`src/design/tcspq_pkg.sv`:
```
// Shared types and codes for the three-class strict priority queue.
// No dependencies; imported by every module of the block.
`timescale 1ns / 1ps
`default_nettype none

package tcspq_pkg;

  localparam int NUM_CLASSES = 3;
  localparam int DATA_W      = 32;
  localparam int STATUS_W    = 3;
  localparam int CLASS_W     = 2;
  localparam int S_USER_W    = 1 + CLASS_W;
  localparam int M_USER_W    = STATUS_W + CLASS_W + 1;

  localparam logic REQ_ENQUEUE = 1'b0;
  localparam logic REQ_DEQUEUE = 1'b1;

  localparam logic [CLASS_W-1:0] CLASS_DIRECTOR    = 2'd0;
  localparam logic [CLASS_W-1:0] CLASS_COORDINATOR = 2'd1;
  localparam logic [CLASS_W-1:0] CLASS_EMPLOYEE    = 2'd2;
  localparam logic [CLASS_W-1:0] CLASS_UNKNOWN     = 2'd3;

  localparam logic [STATUS_W-1:0] ST_ENQUEUED  = 3'd0;
  localparam logic [STATUS_W-1:0] ST_DEQUEUED  = 3'd1;
  localparam logic [STATUS_W-1:0] ST_EMPTY     = 3'd2;
  localparam logic [STATUS_W-1:0] ST_FULL      = 3'd3;
  localparam logic [STATUS_W-1:0] ST_BAD_CLASS = 3'd4;

  typedef struct packed {
    logic start;  // accept beat: decide, update pointers, access memory
    logic load;   // move finished result into the output register
  } tcspq_cmd_t;

endpackage

`default_nettype wire

```
`src/design/three_class_strict_priority_queue.sv`:
```
// Three-class strict priority queue (director > coordinator > employee).
// A request is taken, its result registered, then loaded into the output
// register; no new request is taken before that load, set by the registered read
// of the shared entry memory; a result may wait in the output register meanwhile.
// Reset (rst, synchronous): all queues empty, no result pending; entry memory
// is not cleared. Depends on tcspq_pkg, tcspq_ctrl, tcspq_datapath.
`timescale 1ns / 1ps
`default_nettype none

module three_class_strict_priority_queue
  import tcspq_pkg::*;
#(
  parameter int QUEUE_DEPTH  = 16,
  parameter int PAYLOAD_BITS = 32
) (
  input  wire                 clk,
  input  wire                 rst,
  input  wire                 s_tvalid,
  output logic                s_tready,
  input  wire  [DATA_W-1:0]   s_tdata,   // [31:0] payload
  input  wire  [S_USER_W-1:0] s_tuser,   // [0] req_type, [2:1] priority_class
  output logic                m_tvalid,
  input  wire                 m_tready,
  output logic [DATA_W-1:0]   m_tdata,   // [31:0] out_payload
  output logic [M_USER_W-1:0] m_tuser    // [2:0] status, [4:3] out_class, [5] all_empty
);

  tcspq_cmd_t cmd;

  tcspq_ctrl u_ctrl (
    .clk      (clk),
    .rst      (rst),
    .s_tvalid (s_tvalid),
    .s_tready (s_tready),
    .m_tvalid (m_tvalid),
    .m_tready (m_tready),
    .cmd      (cmd)
  );

  tcspq_datapath #(
    .QUEUE_DEPTH  (QUEUE_DEPTH),
    .PAYLOAD_BITS (PAYLOAD_BITS)
  ) u_datapath (
    .clk     (clk),
    .rst     (rst),
    .cmd     (cmd),
    .s_tdata (s_tdata),
    .s_tuser (s_tuser),
    .m_tdata (m_tdata),
    .m_tuser (m_tuser)
  );

endmodule

`default_nettype wire

```
`src/design/tcspq_ctrl.sv`:
```
// Controller for the priority queue: request sequencing and output handshake.
// Depends on tcspq_pkg.
`timescale 1ns / 1ps
`default_nettype none

module tcspq_ctrl
  import tcspq_pkg::*;
(
  input  wire        clk,
  input  wire        rst,
  input  wire        s_tvalid,
  output logic       s_tready,
  output logic       m_tvalid,
  input  wire        m_tready,
  output tcspq_cmd_t cmd
);

  localparam logic ST_IDLE = 1'b0;
  localparam logic ST_EXEC = 1'b1;

  logic state;
  logic state_next;
  logic out_valid;
  logic out_valid_next;

  always_comb begin
    s_tready  = (state == ST_IDLE);
    cmd.start = s_tvalid && s_tready;
    cmd.load  = (state == ST_EXEC) && (!out_valid || m_tready);
    state_next = state;
    unique case (state)
      ST_IDLE: if (cmd.start) state_next = ST_EXEC;
      ST_EXEC: if (cmd.load) state_next = ST_IDLE;
      default: state_next = ST_IDLE;
    endcase
    if (cmd.load) begin
      out_valid_next = 1'b1;
    end else if (m_tready) begin
      out_valid_next = 1'b0;
    end else begin
      out_valid_next = out_valid;
    end
  end

  always_ff @(posedge clk) begin
    if (rst) begin
      state     <= ST_IDLE;
      out_valid <= 1'b0;
    end else begin
      state     <= state_next;
      out_valid <= out_valid_next;
    end
  end

  assign m_tvalid = out_valid;

  a_start_to_exec: assert property (@(posedge clk) disable iff (rst)
    cmd.start |=> (state == ST_EXEC))
    else $error("start did not enter exec");

  a_load_sets_valid: assert property (@(posedge clk) disable iff (rst)
    cmd.load |=> out_valid)
    else $error("loaded result not presented");

  a_exec_waits: assert property (@(posedge clk) disable iff (rst)
    (state == ST_EXEC && out_valid && !m_tready) |=> (state == ST_EXEC))
    else $error("result overwrote a pending beat");

endmodule

`default_nettype wire

```
`src/design/tcspq_datapath.sv`:
```
// Datapath for the priority queue: per-class pointers and counts, shared
// entry memory, result and output registers. Depends on tcspq_pkg.
`timescale 1ns / 1ps
`default_nettype none

module tcspq_datapath
  import tcspq_pkg::*;
#(
  parameter int QUEUE_DEPTH  = 16,
  parameter int PAYLOAD_BITS = 32
) (
  input  wire                   clk,
  input  wire                   rst,
  input  wire  tcspq_cmd_t      cmd,
  input  wire  [DATA_W-1:0]     s_tdata,
  input  wire  [S_USER_W-1:0]   s_tuser,
  output logic [DATA_W-1:0]     m_tdata,
  output logic [M_USER_W-1:0]   m_tuser
);

  localparam int STORE_W = (PAYLOAD_BITS < DATA_W) ? PAYLOAD_BITS : DATA_W;
  localparam int IDX_W   = (QUEUE_DEPTH > 1) ? $clog2(QUEUE_DEPTH) : 1;
  localparam int CNT_W   = $clog2(QUEUE_DEPTH + 1);
  localparam int MEM_D   = NUM_CLASSES * QUEUE_DEPTH;
  localparam int ADDR_W  = $clog2(MEM_D);

  logic [STORE_W-1:0] mem [0:MEM_D-1];
  logic [STORE_W-1:0] rdata;

  logic [IDX_W-1:0] head [0:NUM_CLASSES-1];
  logic [IDX_W-1:0] tail [0:NUM_CLASSES-1];
  logic [CNT_W-1:0] count [0:NUM_CLASSES-1];
  logic [IDX_W-1:0] head_next [0:NUM_CLASSES-1];
  logic [IDX_W-1:0] tail_next [0:NUM_CLASSES-1];
  logic [CNT_W-1:0] count_next [0:NUM_CLASSES-1];

  logic               req;
  logic [CLASS_W-1:0] cls;
  logic [CNT_W-1:0]   sel_cnt;
  logic [IDX_W-1:0]   sel_tail;
  logic [CLASS_W-1:0] pick;
  logic [IDX_W-1:0]   pick_head;
  logic               found;
  logic               we;
  logic               re;
  logic [ADDR_W-1:0]  waddr;
  logic [ADDR_W-1:0]  raddr;
  logic [STATUS_W-1:0] res_status_next;
  logic [CLASS_W-1:0]  res_class_next;

  logic [STATUS_W-1:0] res_status;
  logic [CLASS_W-1:0]  res_class;
  logic                res_all_empty;
  logic [STATUS_W-1:0] out_status;
  logic [CLASS_W-1:0]  out_class;
  logic                out_all_empty;
  logic [DATA_W-1:0]   out_payload;

  function automatic logic [IDX_W-1:0] next_slot(input logic [IDX_W-1:0] i);
    return (i == IDX_W'(QUEUE_DEPTH - 1)) ? '0 : i + 1'b1;
  endfunction

  always_comb begin
    req       = s_tuser[0];
    cls       = s_tuser[2:1];
    sel_cnt   = '0;
    sel_tail  = '0;
    pick      = CLASS_DIRECTOR;
    pick_head = '0;
    found     = 1'b0;
    for (int c = 0; c < NUM_CLASSES; c++) begin
      if (cls == CLASS_W'(c)) begin
        sel_cnt  = count[c];
        sel_tail = tail[c];
      end
    end
    for (int c = NUM_CLASSES - 1; c >= 0; c--) begin
      if (count[c] != '0) begin
        pick      = CLASS_W'(c);
        pick_head = head[c];
        found     = 1'b1;
      end
    end

    we = 1'b0;
    re = 1'b0;
    res_class_next = CLASS_DIRECTOR;
    if (req == REQ_ENQUEUE) begin
      if (cls == CLASS_UNKNOWN) begin
        res_status_next = ST_BAD_CLASS;
      end else if (sel_cnt == CNT_W'(QUEUE_DEPTH)) begin
        res_status_next = ST_FULL;
      end else begin
        res_status_next = ST_ENQUEUED;
        we = cmd.start;
      end
    end else if (found) begin
      res_status_next = ST_DEQUEUED;
      res_class_next  = pick;
      re = cmd.start;
    end else begin
      res_status_next = ST_EMPTY;
    end

    waddr = ADDR_W'(cls) * ADDR_W'(QUEUE_DEPTH) + ADDR_W'(sel_tail);
    raddr = ADDR_W'(pick) * ADDR_W'(QUEUE_DEPTH) + ADDR_W'(pick_head);

    for (int c = 0; c < NUM_CLASSES; c++) begin
      head_next[c]  = head[c];
      tail_next[c]  = tail[c];
      count_next[c] = count[c];
      if (we && cls == CLASS_W'(c)) begin
        tail_next[c]  = next_slot(tail[c]);
        count_next[c] = count[c] + 1'b1;
      end
      if (re && pick == CLASS_W'(c)) begin
        head_next[c]  = next_slot(head[c]);
        count_next[c] = count[c] - 1'b1;
      end
    end
  end

  always_ff @(posedge clk) begin
    if (we) mem[waddr] <= s_tdata[STORE_W-1:0];
    if (re) rdata <= mem[raddr];
  end

  always_ff @(posedge clk) begin
    if (rst) begin
      for (int c = 0; c < NUM_CLASSES; c++) begin
        head[c]  <= '0;
        tail[c]  <= '0;
        count[c] <= '0;
      end
    end else begin
      for (int c = 0; c < NUM_CLASSES; c++) begin
        head[c]  <= head_next[c];
        tail[c]  <= tail_next[c];
        count[c] <= count_next[c];
      end
    end
  end

  always_ff @(posedge clk) begin
    if (cmd.start) begin
      res_status    <= res_status_next;
      res_class     <= res_class_next;
      res_all_empty <= (count_next[0] == '0) && (count_next[1] == '0) &&
                       (count_next[2] == '0);
    end
    if (cmd.load) begin
      out_status    <= res_status;
      out_class     <= res_class;
      out_all_empty <= res_all_empty;
      out_payload   <= (res_status == ST_DEQUEUED) ? DATA_W'(rdata) : '0;
    end
  end

  assign m_tdata = out_payload;
  assign m_tuser = {out_all_empty, out_class, out_status};

  a_count_bound: assert property (@(posedge clk) disable iff (rst)
    (count[0] <= CNT_W'(QUEUE_DEPTH)) && (count[1] <= CNT_W'(QUEUE_DEPTH)) &&
    (count[2] <= CNT_W'(QUEUE_DEPTH)))
    else $error("queue count beyond depth");

endmodule

`default_nettype wire
```
`config.mk`:
```
export PLATFORM = sky130hd
export DESIGN_NAME = three_class_strict_priority_queue
export DESIGN_NICKNAME = d
export VERILOG_FILES = /design/src/design/tcspq_pkg.sv /design/src/design/three_class_strict_priority_queue.sv /design/src/design/tcspq_ctrl.sv /design/src/design/tcspq_datapath.sv
export SDC_FILE = /design/constraint.sdc
export NUM_CORES = 2
export LEC_CHECK = 0
export BUFFER_PORTS_ARGS = -buffer_cell sky130_fd_sc_hd__buf_2
export CORE_MARGIN = 8
export CORE_UTILIZATION = 60
export DETAILED_ROUTE_END_ITERATION = 12
export PLACE_DENSITY = 0.76
export SLEW_MARGIN = 20
export SYNTH_ARGS = -nofsm -noshare
export SYNTH_HDL_FRONTEND = slang
export SYNTH_SLANG_ARGS = --single-unit
```
`constraint.sdc`:
```
create_clock -name clk -period 4.9 [get_ports clk]
set_clock_uncertainty 0.15 [all_clocks]
set_input_delay 0.98 -clock clk [delete_from_list [all_inputs] [get_ports clk]]
set_output_delay 0.98 -clock clk [all_outputs]
set_load 0.005 [all_outputs]
```
==> results.toml <==
[route]
drc_errors = 0
drt_iter0_markers = 6049
drt-pass1-iter-count = 8
wirelength_um = 176000
drt-wirelength-per-cell_um = 31.0
ant_nets = 0
via_per_inst = 6.77
route.vias.total = 38500

[worst_setup_path]
critPathLaunch = "u_datapath.count[0][0]"
r2r_end = "u_datapath.rdata[10]"
worst_ep_required_time_ns = 5.23
worstPathMaxFanout = 38
cp-start-kind = "flip-flop"
regToRegSetupSlack_ns = 0.27
cp-endpoint = "u_datapath.rdata[10]"
end_kind = "flip-flop"
crit_type = "flip-flop to flip-flop"
arrival_ns = 4.96
rr_worst_depth = 12
r2r-start = "u_datapath.count[0][0]"

[place]
io_buffers = 78
pre_cts_ws_ns = 0.458
gp_congestion = 0.869
hpwl_um = 102000

[global_route]
grt_overflow = 0
met3_usage = 0.0665
grt_pass1_vias = 37100
busiest_layer = "met2"
grt_pass1_wl_um = 252000
gr-usage-met1 = 0.401
antenna_found_initial = 10
use_met2 = 0.457
grtUsageTotal = 0.294
grt_max_degree = 102

[synthesis]
ys_async_sr_fraction = 0
synth_top_area_cell = "edfxtp_1"
yosys_warnings = 0
synthFlopType = "edfxtp_1"
syn_area_per_cell_sq_um = 16.4
synth-seq-cells = 1653
ys_seq_area_frac = 0.762
netlist_area_sq_um = 64600
postSynthCellCount = 3949
yosysMostFrequentCell = "edfxtp_1"
synth_common_cells = "edfxtp_1, nand2_1, nand3_1, a21oi_1, mux2i_1"
ys_types = 80
syn_nets = 4002
synth_top_area_share = 0.749
synth_edf_count = 1612
synthTopCellsByArea = "edfxtp_1, mux4_2, nand2_1, mux2i_1, nand3_1"

[finish]
drive_gt1_frac = 0.159
syn_to_final_growth_pct = 12.2
fin_nets = 4207
final_core_util = 0.678

[run_status]
status = "completed"

[timing]
rsz0062_at_grt = "false"
period_needed_ns = 4.63
period_share = 0.946
hold_viol_final = 0
fin_ws_ns = 0.266
clock.fmax_mhz = 216
setup_viol = 0
fin_hold_ws_ns = 0.266
max-slew-margin-rel = 0.309
tightest_slew_ns = 1.04
tns_ns = 0
slew_viol_final = 0

[pwr]
vdd_drop_max_mv = 0.346
power_leakage_nw = 23.8
power_density_nw_per_um2 = 425

[floorplan]
die_w_um = 344
start_util = 0.604
fp.dieH_um = 344
core_sq_um = 107000
dieArea_sq_um = 118000
pin_count = 79
core.rowCount = 120

[clocking]
clk_latency_ns = 0.78
cts_tree = "yes"
cts-root-buf = "clkbuf_16"
clk_pin_slew_ns = 0.07
cts_resized = 0
cts-hold-fix-buffers = 0
post_cts_buffers = 0
htree_levels = 4
clockBufferDepth = 3
cts.sinks = 1653
cts_buffers = 160

[hold_path]
hp-class = "flip-flop to flip-flop"

[job]
cap_violations = 0
## metal layers
metal,share of wire,wire length [um]
met2,0.46,81300
met3,0.13,23100
met1,0.36,62600
met4,0.051,9010
met5,0.00012,21
## cells in the final DEF (no fill, tap or decap), drive strengths merged, types with 39 or more instances in the layout
| master | count |
|---|---|
| clkbuf | 208 |
| clkinv | 65 |
| a22oi | 86 |
| nand2 | 632 |
| nand4 | 47 |
| edfxtp | 1612 |
| nand3 | 185 |
| nor2b | 74 |
| nor3 | 39 |
| a31oi | 53 |
| nor2 | 134 |
| dfxtp | 41 |
| buf | 252 |
| mux4 | 132 |
| o21ai | 75 |
| a21oi | 161 |
| mux2i | 131 |
## report_power, final
group | switching (W) | internal (W) | total (W)
combinational | 0.00237 | 0.00130 | 0.00367
sequential | 0.0000434 | 0.0156 | 0.0157
clock | 0.00514 | 0.00630 | 0.0114
## sequential cells by signal (all words and copies together) (netlist names), 2 cells and up
signal / cells
u_datapath.res_status: 3
u_datapath.count: 15
u_datapath.tail: 12
u_datapath.res_class: 2
u_datapath.out_status: 3
u_datapath.head: 12
u_datapath.rdata: 32
u_datapath.m_tdata: 32
u_datapath.out_class: 2
u_datapath.mem: 1536
## cells by family after synthesis
| kind of cell | after synthesis | share of synthesized area |
|---|---|---|
| mux | 277 | 0.0697 |
| buf+inv | 222 | 0.0208 |
| fa+ha+maj | 14 | 0.00271 |
| xor+xnor | 14 | 0.00190 |
| flops | 1653 | 0.762 |
| simple gates | 1221 | 0.0860 |
| compound gates | 548 | 0.0569 |
## critical path: stages (launching register included)
cell,delay (ns)
dfxtp_1,0.38
inv_1,0.11
ha_1,0.22
nor4b_2,0.21
buf_4,0.20
o21ai_0,0.20
o21ai_4,0.73
buf_12,0.30
buf_12,0.28
nand2_1,0.25
o21ai_0,0.40
a21oi_1,0.27
or4_1,0.55
## final cells by class
cell class | instances | area, sq um
clock inverters | 79 | 566
repair buffers | 252 | 2210
flip-flops and latches | 1653 | 49200
multi-input cells | 2074 | 14500
diodes | 2 | 5.00
fillers | 6805 | 34400
inverters | 13 | 48.8
well taps | 1403 | 1760
clock buffers | 208 | 4230
## stage by stage
| step | std cells | cell area [sq um] | power [W] |
|---|---|---|---|
| 2_1_floorplan | 3949 | 64600 | 0.0183 |
| 3_3_place_gp | 5394 | 67700 | 0.0195 |
| 3_5_place_dp | 5395 | 67700 | 0.0196 |
| 4_1_cts | 5682 | 72500 | 0.0308 |
| 5_1_grt | 5684 | 72500 | 0.0316 |
| 6_report | 5684 | 72500 | 0.0308 |
## worst min path at each step
| stage | startpoint | end | slack (ns) | cells past startpoint |
|---|---|---|---|---|
| 2_1_floorplan | u_datapath.res_all_empty | u_datapath.out_all_empty | 0.25 | 0 |
| 3_3_place_gp | u_datapath.res_class[1] | u_datapath.out_class[1] | 0.25 | 0 |
| 3_5_place_dp | u_datapath.res_all_empty | u_datapath.out_all_empty | 0.26 | 0 |
| 4_1_cts | u_datapath.res_all_empty | u_datapath.out_all_empty | 0.27 | 0 |
| 5_1_grt | u_datapath.res_all_empty | u_datapath.out_all_empty | 0.28 | 0 |
| 6_report | u_datapath.res_all_empty | u_datapath.out_all_empty | 0.27 | 0 |
Power figures use the tool's default switching activity.
